## src/sv/ptrs_pkg.sv

```systemverilog
`default_nettype none
package ptrs_pkg;

    localparam int IVL_W  = 23;
    localparam int DUR_W  = 23;
    localparam int CUR_W  = 15;
    localparam int CFG_W  = 23;
    localparam int TIME_W = 64;
    localparam int SPAN_W = 33;
    localparam int PROD_W = CUR_W + SPAN_W;
    localparam int Q_W    = CUR_W;
    localparam int MS_US  = 1000;

    localparam logic [TIME_W-1:0] HOLD_US = 64'd200000;

    localparam logic [1:0] KIND_TICK  = 2'd0;
    localparam logic [1:0] KIND_BEGIN = 2'd1;
    localparam logic [1:0] KIND_RESET = 2'd2;

    localparam logic [1:0] CFG_INTERVAL = 2'd0;
    localparam logic [1:0] CFG_DURATION = 2'd1;
    localparam logic [1:0] CFG_CURRENT  = 2'd2;

    localparam logic [IVL_W-1:0] INTERVAL_RST = 23'd30000;
    localparam logic [DUR_W-1:0] DURATION_RST = 23'd1000;
    localparam logic [CUR_W-1:0] CURRENT_RST  = 15'd2000;

    typedef struct packed {
        logic capture;
        logic prep;
        logic eval;
        logic div_start;
        logic commit;
    } ptrs_cmd_t;

    typedef struct packed {
        logic need_div;
        logic div_done;
    } ptrs_sts_t;

endpackage
`default_nettype wire

```

## src/sv/ptrs_div.sv

```systemverilog
`default_nettype none
module ptrs_div
    import ptrs_pkg::*;
(
    input  wire logic              clk,
    input  wire logic              rst_n,
    input  wire logic              start,
    input  wire logic [PROD_W-1:0] dividend,
    input  wire logic [SPAN_W-1:0] divisor,
    output logic                   done,
    output logic [Q_W-1:0]         quotient
);

    localparam int CNT_W = $clog2(Q_W + 1);

    logic [SPAN_W-1:0] rem_reg;
    logic [Q_W-1:0]    quo_reg;
    logic [CNT_W-1:0]  cnt_reg;
    logic              busy_reg;
    logic              done_reg;

    logic [SPAN_W:0]   trial;
    logic [SPAN_W:0]   diff;
    logic              fits;
    logic [SPAN_W-1:0] rem_step;

    always_comb
    begin
        trial    = {rem_reg, quo_reg[Q_W-1]};
        diff     = trial - {1'b0, divisor};
        fits     = trial >= {1'b0, divisor};
        rem_step = fits ? diff[SPAN_W-1:0] : trial[SPAN_W-1:0];
    end

    always_ff @(posedge clk or negedge rst_n)
    begin
        if (!rst_n)
        begin
            busy_reg <= 1'b0;
            done_reg <= 1'b0;
            cnt_reg  <= '0;
        end
        else if (start)
        begin
            busy_reg <= 1'b1;
            done_reg <= 1'b0;
            cnt_reg  <= CNT_W'(Q_W);
        end
        else if (busy_reg)
        begin
            cnt_reg  <= cnt_reg - 1'b1;
            busy_reg <= cnt_reg != CNT_W'(1);
            done_reg <= cnt_reg == CNT_W'(1);
        end
        else
        begin
            done_reg <= 1'b0;
        end
    end

    always_ff @(posedge clk)
    begin
        if (start)
        begin
            rem_reg <= dividend[PROD_W-1:Q_W];
            quo_reg <= dividend[Q_W-1:0];
        end
        else if (busy_reg)
        begin
            rem_reg <= rem_step;
            quo_reg <= {quo_reg[Q_W-2:0], fits};
        end
    end

    assign done     = done_reg;
    assign quotient = quo_reg;

endmodule
`default_nettype wire

```

## src/sv/ptrs_ctrl.sv

```systemverilog
`default_nettype none
module ptrs_ctrl
    import ptrs_pkg::*;
(
    input  wire logic       clk,
    input  wire logic       rst_n,
    input  wire logic       in_valid,
    output logic            in_stall,
    output logic            out_valid,
    input  wire logic       out_stall,
    input  wire ptrs_sts_t  sts,
    output ptrs_cmd_t       cmd
);

    localparam logic [2:0] ST_IDLE   = 3'd0;
    localparam logic [2:0] ST_PREP   = 3'd1;
    localparam logic [2:0] ST_EVAL   = 3'd2;
    localparam logic [2:0] ST_DSTART = 3'd3;
    localparam logic [2:0] ST_DWAIT  = 3'd4;
    localparam logic [2:0] ST_COMMIT = 3'd5;

    logic [2:0] state_reg;
    logic [2:0] state_next;
    logic       out_valid_reg;
    logic       out_valid_next;

    always_comb
    begin
        state_next     = state_reg;
        out_valid_next = out_valid_reg && out_stall;
        cmd            = '0;
        unique case (state_reg)
            ST_IDLE:
            begin
                if (in_valid)
                begin
                    cmd.capture = 1'b1;
                    state_next  = ST_PREP;
                end
            end
            ST_PREP:
            begin
                cmd.prep   = 1'b1;
                state_next = ST_EVAL;
            end
            ST_EVAL:
            begin
                cmd.eval   = 1'b1;
                state_next = sts.need_div ? ST_DSTART : ST_COMMIT;
            end
            ST_DSTART:
            begin
                cmd.div_start = 1'b1;
                state_next    = ST_DWAIT;
            end
            ST_DWAIT:
            begin
                if (sts.div_done)
                begin
                    state_next = ST_COMMIT;
                end
            end
            ST_COMMIT:
            begin
                if (!(out_valid_reg && out_stall))
                begin
                    cmd.commit     = 1'b1;
                    out_valid_next = 1'b1;
                    state_next     = ST_IDLE;
                end
            end
            default:
            begin
                state_next = ST_IDLE;
            end
        endcase
    end

    always_ff @(posedge clk or negedge rst_n)
    begin
        if (!rst_n)
        begin
            state_reg     <= ST_IDLE;
            out_valid_reg <= 1'b0;
        end
        else
        begin
            state_reg     <= state_next;
            out_valid_reg <= out_valid_next;
        end
    end

    assign in_stall  = state_reg != ST_IDLE;
    assign out_valid = out_valid_reg;

endmodule
`default_nettype wire

```

## src/sv/ptrs_dp.sv

```systemverilog
`default_nettype none
module ptrs_dp
    import ptrs_pkg::*;
(
    input  wire logic              clk,
    input  wire logic              rst_n,
    input  wire logic              cfg_we,
    input  wire logic [1:0]        cfg_index,
    input  wire logic [CFG_W-1:0]  cfg_data,
    input  wire logic [1:0]        kind,
    input  wire logic [TIME_W-1:0] now_us,
    input  wire logic              move_permitted,
    input  wire logic              cmd_ready,
    input  wire logic              current_valid,
    input  wire logic signed [15:0] measured_current_ma,
    input  wire ptrs_cmd_t         cmd,
    output ptrs_sts_t              sts,
    output logic                   apply_idle_stop,
    output logic                   start_compress,
    output logic                   send_torque,
    output logic [CUR_W-1:0]       torque_target_ma,
    output logic                   release_res,
    output logic                   done_by_time,
    output logic                   done_by_current,
    output logic                   compressing
);

    logic [IVL_W-1:0]  interval_reg;
    logic [DUR_W-1:0]  duration_reg;
    logic [CUR_W-1:0]  current_reg;

    logic              mode_reg;
    logic              pending_reg;
    logic              sent_reg;
    logic [TIME_W-1:0] last_comp_reg;
    logic [TIME_W-1:0] start_time_reg;
    logic [TIME_W-1:0] last_cmd_reg;

    logic [1:0]        kind_reg;
    logic [TIME_W-1:0] now_reg;
    logic              permitted_reg;
    logic              ready_reg;
    logic              cur_valid_reg;
    logic [15:0]       meas_reg;

    logic [TIME_W-1:0] dcomp_reg;
    logic [TIME_W-1:0] delapsed_reg;
    logic [TIME_W-1:0] dcmd_reg;
    logic [SPAN_W-1:0] ivl_reg;
    logic [SPAN_W-1:0] span_reg;

    logic              idle_ok_reg;
    logic              by_time_reg;
    logic              send_reg;
    logic              by_cur_reg;
    logic [PROD_W-1:0] prod_reg;

    logic              o_stop_reg;
    logic              o_start_reg;
    logic              o_send_reg;
    logic [CUR_W-1:0]  o_target_reg;
    logic              o_release_reg;
    logic              o_by_time_reg;
    logic              o_by_cur_reg;
    logic              o_comp_reg;

    logic [16:0]       mag;
    logic [19:0]       cur10;
    logic [19:0]       tgt9;
    logic              time_cmp;
    logic              send_cmp;
    logic              div_done;
    logic [Q_W-1:0]    quotient;
    logic [CUR_W-1:0]  target;

    always_comb
    begin
        mag      = meas_reg[15] ? (17'd0 - {1'b1, meas_reg}) : {1'b0, meas_reg};
        cur10    = 20'({mag, 3'b000}) + 20'({mag, 1'b0});
        tgt9     = 20'({current_reg, 3'b000}) + 20'(current_reg);
        time_cmp = delapsed_reg >= TIME_W'(span_reg);
        send_cmp = !sent_reg || (dcmd_reg > HOLD_US);
        target   = by_time_reg ? current_reg : quotient;
    end

    assign sts.need_div = mode_reg && (kind_reg == KIND_TICK) && !time_cmp && send_cmp;
    assign sts.div_done = div_done;

    ptrs_div u_div
    (
        .clk      (clk),
        .rst_n    (rst_n),
        .start    (cmd.div_start),
        .dividend (prod_reg),
        .divisor  (span_reg),
        .done     (div_done),
        .quotient (quotient)
    );

    always_ff @(posedge clk or negedge rst_n)
    begin
        if (!rst_n)
        begin
            interval_reg <= INTERVAL_RST;
            duration_reg <= DURATION_RST;
            current_reg  <= CURRENT_RST;
        end
        else if (cfg_we)
        begin
            unique case (cfg_index)
                CFG_INTERVAL: interval_reg <= cfg_data[IVL_W-1:0];
                CFG_DURATION: duration_reg <= cfg_data[DUR_W-1:0];
                CFG_CURRENT:  current_reg  <= cfg_data[CUR_W-1:0];
                default:      ;
            endcase
        end
    end

    always_ff @(posedge clk)
    begin
        if (cmd.capture)
        begin
            kind_reg      <= kind;
            now_reg       <= now_us;
            permitted_reg <= move_permitted;
            ready_reg     <= cmd_ready;
            cur_valid_reg <= current_valid;
            meas_reg      <= measured_current_ma;
        end
        if (cmd.prep)
        begin
            dcomp_reg    <= now_reg - last_comp_reg;
            delapsed_reg <= now_reg - start_time_reg;
            dcmd_reg     <= now_reg - last_cmd_reg;
            ivl_reg      <= SPAN_W'(interval_reg) * SPAN_W'(MS_US);
            span_reg     <= SPAN_W'(duration_reg) * SPAN_W'(MS_US);
        end
        if (cmd.eval)
        begin
            idle_ok_reg <= dcomp_reg >= TIME_W'(ivl_reg);
            by_time_reg <= time_cmp;
            send_reg    <= send_cmp;
            by_cur_reg  <= cur_valid_reg && (delapsed_reg > HOLD_US) && (cur10 >= tgt9);
            prod_reg    <= PROD_W'(current_reg) * PROD_W'(delapsed_reg[SPAN_W-1:0]);
        end
    end

    always_ff @(posedge clk or negedge rst_n)
    begin
        if (!rst_n)
        begin
            mode_reg       <= 1'b0;
            pending_reg    <= 1'b0;
            sent_reg       <= 1'b0;
            last_comp_reg  <= '0;
            start_time_reg <= '0;
            last_cmd_reg   <= '0;
        end
        else if (cmd.commit)
        begin
            unique case (kind_reg)
                KIND_BEGIN:
                begin
                    mode_reg      <= 1'b0;
                    pending_reg   <= 1'b1;
                    sent_reg      <= 1'b0;
                    last_comp_reg <= now_reg;
                    last_cmd_reg  <= now_reg;
                end
                KIND_RESET:
                begin
                    mode_reg    <= 1'b0;
                    pending_reg <= 1'b1;
                    sent_reg    <= 1'b0;
                end
                KIND_TICK:
                begin
                    pending_reg <= 1'b0;
                    if (!mode_reg)
                    begin
                        if (idle_ok_reg && permitted_reg)
                        begin
                            mode_reg       <= 1'b1;
                            start_time_reg <= now_reg;
                            last_cmd_reg   <= now_reg;
                            sent_reg       <= 1'b0;
                        end
                    end
                    else if (by_time_reg || by_cur_reg)
                    begin
                        mode_reg      <= 1'b0;
                        sent_reg      <= 1'b0;
                        last_comp_reg <= now_reg;
                        last_cmd_reg  <= now_reg;
                    end
                    else if (send_reg && ready_reg)
                    begin
                        sent_reg     <= 1'b1;
                        last_cmd_reg <= now_reg;
                    end
                end
                default:
                begin
                end
            endcase
        end
    end

    always_ff @(posedge clk)
    begin
        if (cmd.commit)
        begin
            o_stop_reg    <= 1'b0;
            o_start_reg   <= 1'b0;
            o_send_reg    <= 1'b0;
            o_target_reg  <= '0;
            o_release_reg <= 1'b0;
            o_by_time_reg <= 1'b0;
            o_by_cur_reg  <= 1'b0;
            o_comp_reg    <= mode_reg;
            unique case (kind_reg)
                KIND_BEGIN, KIND_RESET:
                begin
                    o_comp_reg <= 1'b0;
                end
                KIND_TICK:
                begin
                    o_stop_reg <= pending_reg;
                    if (!mode_reg)
                    begin
                        o_start_reg <= idle_ok_reg && permitted_reg;
                        o_comp_reg  <= idle_ok_reg && permitted_reg;
                    end
                    else
                    begin
                        if (send_reg)
                        begin
                            o_send_reg   <= 1'b1;
                            o_target_reg <= target;
                        end
                        if (by_time_reg || by_cur_reg)
                        begin
                            o_release_reg <= 1'b1;
                            o_by_time_reg <= by_time_reg;
                            o_by_cur_reg  <= by_cur_reg;
                            o_comp_reg    <= 1'b0;
                        end
                    end
                end
                default:
                begin
                end
            endcase
        end
    end

    assign apply_idle_stop  = o_stop_reg;
    assign start_compress   = o_start_reg;
    assign send_torque      = o_send_reg;
    assign torque_target_ma = o_target_reg;
    assign release_res      = o_release_reg;
    assign done_by_time     = o_by_time_reg;
    assign done_by_current  = o_by_cur_reg;
    assign compressing      = o_comp_reg;

endmodule
`default_nettype wire

```

## src/sv/periodic_torque_ramp_sequencer.sv

```systemverilog
// Channel   Handshake            Payload
// in        in_valid / in_stall  kind, now_us, move_permitted, cmd_ready,
//                                current_valid, measured_current_ma
// out       out_valid/out_stall  apply_idle_stop .. compressing, one per input
// cfg       cfg_we               cfg_index, cfg_data (no read-back)
//
// An item passes capture, prep, eval and commit, with a divider start and wait
// when the 15-step restoring divider forms the ramp target current * elapsed / span.
// rst_n resets sequencer state, timers and config defaults, but not data registers.
// A finished result sits in the output register; the next transfer is taken
// meanwhile but its result waits until the previous one has been taken.
`default_nettype none
module periodic_torque_ramp_sequencer
    import ptrs_pkg::*;
(
    input  wire logic              clk,
    input  wire logic              rst_n,
    input  wire logic              cfg_we,
    input  wire logic [1:0]        cfg_index,
    input  wire logic [CFG_W-1:0]  cfg_data,
    input  wire logic              in_valid,
    output logic                   in_stall,
    input  wire logic [1:0]        kind,
    input  wire logic [TIME_W-1:0] now_us,
    input  wire logic              move_permitted,
    input  wire logic              cmd_ready,
    input  wire logic              current_valid,
    input  wire logic signed [15:0] measured_current_ma,
    output logic                   out_valid,
    input  wire logic              out_stall,
    output logic                   apply_idle_stop,
    output logic                   start_compress,
    output logic                   send_torque,
    output logic [CUR_W-1:0]       torque_target_ma,
    output logic                   release_res,
    output logic                   done_by_time,
    output logic                   done_by_current,
    output logic                   compressing
);

    ptrs_cmd_t cmd;
    ptrs_sts_t sts;

    ptrs_ctrl u_ctrl
    (
        .clk       (clk),
        .rst_n     (rst_n),
        .in_valid  (in_valid),
        .in_stall  (in_stall),
        .out_valid (out_valid),
        .out_stall (out_stall),
        .sts       (sts),
        .cmd       (cmd)
    );

    ptrs_dp u_dp
    (
        .clk                 (clk),
        .rst_n               (rst_n),
        .cfg_we              (cfg_we),
        .cfg_index           (cfg_index),
        .cfg_data            (cfg_data),
        .kind                (kind),
        .now_us              (now_us),
        .move_permitted      (move_permitted),
        .cmd_ready           (cmd_ready),
        .current_valid       (current_valid),
        .measured_current_ma (measured_current_ma),
        .cmd                 (cmd),
        .sts                 (sts),
        .apply_idle_stop     (apply_idle_stop),
        .start_compress      (start_compress),
        .send_torque         (send_torque),
        .torque_target_ma    (torque_target_ma),
        .release_res         (release_res),
        .done_by_time        (done_by_time),
        .done_by_current     (done_by_current),
        .compressing         (compressing)
    );

    a_busy_after_in: assert property (@(posedge clk) disable iff (!rst_n)
        (in_valid && !in_stall) |=> in_stall)
        else $error("input taken while a transfer is in progress");

    a_target_gated: assert property (@(posedge clk) disable iff (!rst_n)
        (out_valid && !send_torque) |-> (torque_target_ma == '0))
        else $error("torque target without send");

    a_done_releases: assert property (@(posedge clk) disable iff (!rst_n)
        (out_valid && (done_by_time || done_by_current)) |-> (release_res && !compressing))
        else $error("done flag without release");

    a_start_compresses: assert property (@(posedge clk) disable iff (!rst_n)
        (out_valid && start_compress) |-> (compressing && !release_res))
        else $error("start without compressing");

endmodule
`default_nettype wire
```

## config.mk

```make
export PLATFORM = sky130hd
export DESIGN_NAME = periodic_torque_ramp_sequencer
export DESIGN_NICKNAME = d
export VERILOG_FILES = /design/src/sv/ptrs_pkg.sv /design/src/sv/ptrs_div.sv /design/src/sv/ptrs_ctrl.sv /design/src/sv/ptrs_dp.sv /design/src/sv/periodic_torque_ramp_sequencer.sv
export SDC_FILE = /design/constraint.sdc
export NUM_CORES = 2
export LEC_CHECK = 0
export BUFFER_PORTS_ARGS = -buffer_cell sky130_fd_sc_hd__buf_4
export CAP_MARGIN = 20
export CORE_MARGIN = 5
export CORE_UTILIZATION = 38
export CTS_CLUSTER_SIZE = 28
export DETAILED_ROUTE_END_ITERATION = 6
export PLACE_DENSITY = 0.64
export SYNTH_ARGS = -nofsm -noshare
export SYNTH_HDL_FRONTEND = slang
export SYNTH_SLANG_ARGS = --single-unit
```

## constraint.sdc

```tcl
create_clock -name clk -period 25.3 [get_ports clk]
set_input_delay 5.06 -clock clk [delete_from_list [all_inputs] [get_ports clk]]
set_output_delay 5.06 -clock clk [all_outputs]
set_load 0.005 [all_outputs]
```

==> Word level (Yosys, flattened, before mapping) <==
Index checks and enable logic that the tools add are counted.
{ "classes": {"n_addsub": 8, "n_mul": 3, "magnitude_cmp": 6, "eq_ne": 18, "n_mux": 48, "bitwise_logic": 2, "n_reduce_logical": 33} }
{ "ops": {"columns": ["cell", "n"], "rows": [
  ["2-to-1 mux 64 bit", 6],
  ["one-hot mux 64 bit (2 select lines)", 2],
  ["subtractor 64 bit", 3],
  [">= comparator 64 x 33 -> 1 bit", 2],
  ["greater-than comparator 64 x 18 -> 1 bit (second input constant)", 2],
  ["2-to-1 mux 33 bit", 3],
  ["multiplier 23 x 7 -> 30 bit (second input constant)", 2],
  ["multiplier 15 x 33 -> 48 bit", 1],
  ["2-to-1 mux 15 bit", 3],
  [">= comparator 34 x 33 -> 1 bit", 1],
  ["subtractor 33 bit", 1],
  ["2-to-1 mux 1 bit", 22],
  ["adder 20 x 18 -> 20 bit", 1],
  [">= comparator 20 bit", 1],
  ["adder 18 x 15 -> 19 bit", 1],
  ["one-hot mux 3 bit (6 select lines)", 1],
  ["2-to-1 mux 17 bit", 1],
  ["subtractor 1 x 17 -> 17 bit (first input constant)", 1],
  ["AND reduction 4 bit", 4],
  ["2-to-1 mux 3 bit", 4],
  ["AND reduction 2 bit", 5],
  ["AND reduction 3 bit", 3],
  ["logical AND 1 bit", 8],
  ["2-to-1 mux 4 bit", 2],
  ["other kinds (21)", 38]
]} }
{ "word_totals": {"reg_bits": 725, "in_bits": 115, "output_inout_bits": 24, "wordCells": 158} }

==> Depth between registers and ports, before layout <==
{ "depth": {"word_depth": 6, "ltp_mapped": 27, "ltp_nobuf": 25} }

==> Hierarchy <==
From an unflattened synthesis, not the netlist that was laid out.
{ "hier_totals": {"cells_unflattened": 6250, "hier_area_um2": 63980.1} }
{ "by_module_without_submodules": {"columns": ["mod", "instances", "cells_each", "area_each_um2", "seq_area_each_um2"], "rows": [
  ["ptrs_dp", 1, 5701, 59166.7, 18771.8],
  ["ptrs_div", 1, 520, 4566.9, 1591.5],
  ["ptrs_ctrl", 1, 29, 246.5, 100.1]
]} }

==> Worst setup path before layout <==
No wires, ideal clock.
{ "synth_timing": {"kind": "reg-to-reg", "startpoint": "reg u_ctrl.state_reg[0]", "endpoint": "reg u_dp.dcmd_reg[0], enable pin", "setup_time_ps": 1227, "t_arrival_ps": 18810, "t_required_ps": 24073, "slack_ps": 5264, "stages_incl_launch_ff": 3, "n_path_buf": 1, "period_less_slack_ps": 20036, "cell_sequence": "dfrtp_1 -> clkbuf_1 -> nor3b_1"} }
{ "synth_between": {"elab_chain_len": 2} }
{ "synth_lines": {"columns": ["item", "line", "rtl"], "rows": [
  ["start, declared", "ptrs_ctrl.sv:22", "logic [2:0] state_reg;"],
  ["start signal, assigned", "ptrs_ctrl.sv:88", "state_reg <= state_next;"],
  ["== test 3 x 1 -> 1 bit", "ptrs_ctrl.sv:32", "unique case (state_reg)"],
  ["2-to-1 mux 1 bit", "ptrs_ctrl.sv:32", null],
  ["end signal, assigned", "ptrs_dp.sv:134", "dcmd_reg <= now_reg - last_cmd_reg;"],
  ["end, declared", "ptrs_dp.sv:48", "logic [TIME_W-1:0] dcmd_reg;"]
]} }
No other way between the ends.
A chain may end at the register's enable or synchronous reset.

==> Worst setup path in the final report <==
{ "layout_timing": {"startpoint": "reg u_dp.current_reg[10]", "endpoint": "reg u_dp.prod_reg[45] (data pin)"} }
{ "layout_between": {"elab_chain_len": 1} }
{ "layout_lines": {"columns": ["item", "line", "rtl"], "rows": [
  ["start, declared", "ptrs_dp.sv:30", "logic [CUR_W-1:0] current_reg;"],
  ["start signal, assigned", "ptrs_dp.sv:113", "CFG_CURRENT: current_reg <= cfg_data[CUR_W-1:0];"],
  ["multiplier 15 x 33 -> 48 bit", "ptrs_dp.sv:144", "prod_reg <= PROD_W'(current_reg) * PROD_W'(delapsed_reg[SPAN_W-1:0]);"],
  ["end signal, assigned", "ptrs_dp.sv:144", null],
  ["end, declared", "ptrs_dp.sv:56", "logic [PROD_W-1:0] prod_reg;"]
]} }
No other way between the ends.

==> flow_summary.yaml <==
run_status:
  outcome: "finished, final reports clean"
route:
  ant_nets: 0
  drt-total-wl_mm: 166
  drc: 0
  wl_per_cell_microns: 19.2
  dr.pass1.iters: 5
  viasPerCell: 5.27
  num_vias: 45700
  drt_iter0_drc: 3603
synth:
  avgSynthCellArea_sq_um: 10.1
  synth_seq_area_share_pct: 32.0
  synth.top_cell.area_share_pct: 21.6
  syn-num-nets: 7606
  synth_seq_cells: 725
  synth_edf_count: 459
  synth.area.top_cells: "edfxtp_1 22%, fa_1 18%, ha_1 11%, dfrtp_1 9.7%, inv_1 5.0%"
  yosysWarnings: 0
  synthMostInstantiatedCell: "inv_1"
  synth_ff_type: "edfxtp_1"
  netlist_instances: 6347
  netlist_area_sq_um: 63900
  yosysUniqueCellTypes: 99
  async_flop_share_pct: 36.7
  synth_top_cell_by_area: "edfxtp_1"
  synth_common_cells: "853 x inv_1, 625 x nand2_1, 573 x ha_1, 571 x fa_1, 459 x edfxtp_1"
die:
  die_height_microns: 420
  dieArea_sq_um: 176000
  rows: 150
  chipWidth_microns: 420
  boundaryPins: 139
  core_area_sq_um: 167000
  initial_core_util_pct: 38.2
grt:
  grt_usage_pct: 18.9
  grt_pass1_wl_mm: 264
  antenna_found_initial: 4
  grt.overflow.total: 0
  first_global_vias: 46600
  grt_max_degree: 114
critical_path:
  startpoint: "u_dp.current_reg[10]"
  critPathRequiredTime_ns: 25.73
  critical_path.max_fanout: 37
  path_common_cell: "fa_1"
  crit_arrival_ns: 8.15
  crit_type: "flip-flop to flip-flop"
  max_stage_delay_ns: 1.16
  reg2reg_from: "u_dp.current_reg[10]"
  cp-start-kind: "flip-flop"
  setup.worst_path.end_class: "flip-flop"
  path_cells: "nand2_1, fa_1, inv_1, fa_1, fa_1, fa_1, fa_1, inv_1, fa_1, inv_1, ha_1, a21oi_1, o221ai_1, a31oi_1, o21ai_2, a21o_1, a31o_1, a41o_1, a221oi_4, nor3_2, a311oi_2, xnor2_1"
  slowest_stage: "dfstp_2"
clocking:
  clk-insertion-delay-late_ns: 0.74
  clockBufferDepth: 3
  cts_resized: 0
  clockRootBuffer: "clkbuf_16"
  cts_htree_levels: 3
  path_clk_slew_ns: 0.06
  ctsHoldBuffers: 0
  cts_tree: "built"
  cts.sinks: 725
  cts_made_buffers: 87
  postCtsSetupRepairBufs: 0
timing:
  min_period_over_period_pct: 30.5
  period_minus_slack_ns: 7.72
  max_freq_mhz: 130
  slew_viol_final: 0
  finClkSkew_ns: 0.0578
  worst_pin_slew_ns: 1.13
  slew_headroom_pct: 24.4
  finalHoldViolCount: 0
  setup_tns_ns: 0
  rsz0062_at_grt: "no"
  finalSetupViolCount: 0
place:
  io_buffers: 138
  dp_hpwl_mm: 129
  routabilityCongestion: 0.920
final_layout:
  fillers: 16000
  drive_gt1_share_pct: 8.36
  syn_to_final_growth_pct: 9.98
  nets: 7646
worst_hold_path:
  hold_path_class: "flip-flop to flip-flop"
  hold_start: "u_dp.prod_reg[1]"
run:
  cap_violations: 0
-- per-layer routing --
layer	global-route usage [%]	share of wire, %
met5	0	0.014
met1	24.7	43
met4	5.83	3.5
met2	32.1	48
met3	3.36	5.8
-- final cells by class --
class                      instances  area [sq um]  share of cell area, %
inverter                         853          3200                   4.56
clock buffer                     104          2320                   3.31
multi-input combinational       4543         39400                   56.1
timing repair buffer             177          1340                   1.91
sequential                       725         20500                   29.1
tap                             2204          2760                   3.92
antenna                            2          5.00                0.00712
clock inverter                    59           757                   1.08
-- cells by family (layout without fill, tap and decap cells) --
| kind of cell | Yosys count | after routing | synth area share [%] |
|---|---|---|---|
| and+or+nand+nor | 1632 | 1632 | 12.5 |
| AOI/OAI and AO/OA | 1276 | 1276 | 12.7 |
| adders and majority gates | 1144 | 1144 | 29.1 |
| buffers and inverters | 1079 | 1193 | 6.36 |
| DFF | 725 | 725 | 32.0 |
| xor gates and xnor gates | 322 | 322 | 4.41 |
| muxes | 168 | 168 | 2.88 |
| other | 1 | 3 | 0.00587 |
-- worst max-delay path: cells and delay by family, from the launching register on --
family	cells	cell delay, ns
XOR/XNOR	1	0.09
adder cells (fa/ha/maj)	7	3.53
AND/OR/NAND/NOR	2	0.27
buffers and inverters	3	0.17
flip-flops	1	1.16
AO/OA/AOI/OAI	9	2.23
-- path summary, 6_finish.rpt --
| check | endpoint | slack [ns] | depth (start not counted) |
|---|---|---|---|
| worst max-delay path | u_dp.prod_reg[45] | 17.58 | 22 |
| worst max register to register | u_dp.prod_reg[45] | 17.58 | 22 |
| worst min-delay path | u_dp.u_div.quotient[1] | 0.49 | 2 |
| max in group asynchronous | u_dp.last_comp_reg[5] | 18.87 | 3 |
| min in group asynchronous | u_dp.start_time_reg[54] | 4.33 | 1 |
| worst min register to register | u_dp.u_div.quotient[1] | 0.49 | 2 |
-- metrics by stage --
step                      hold slack, ns  util [%]  worst slack, ns  instances  instance area, sq um
final                              0.485      42.0            17.58       8667                 70300
after global routing               0.519      42.0            17.26       8665                 70300
after CTS                          0.484      42.0            17.63       8664                 70300
after detailed placement           0.488      40.2            17.66       8501                 67200
after global placement             0.473      40.2            17.79       8501                 67200
after floorplan                    0.454         -             5.26       6347                 63900
-- cell usage in the layout (no fill, tap or decap), types with 18 or more instances in the layout --
cell and count:
inv_1 853, nand2_1 624, ha_1 573, fa_1 571, edfxtp_1 459, a21oi_1 378, o21ai_0 322, and2_1 296
dfrtp_1 247, nor2_1 245, xnor2_1 221, a21o_1 198, buf_4 175, mux2_2 126, xor2_1 101, clkbuf_16 89
nand3_1 77, nand4_1 72, o21bai_1 60, nor3_1 56, o21a_1 54, nor2b_1 51, mux2i_1 42, nand2b_1 41
nor4_1 39, a31oi_1 35, and3_1 33, a211oi_1 20, or3_1 19, o31ai_1 19, dfstp_2 19, o211ai_1 18
Power is left out: the tool's default activity adds up to more than one toggle a clock period on the data nets, which glitch-free logic cannot reach.
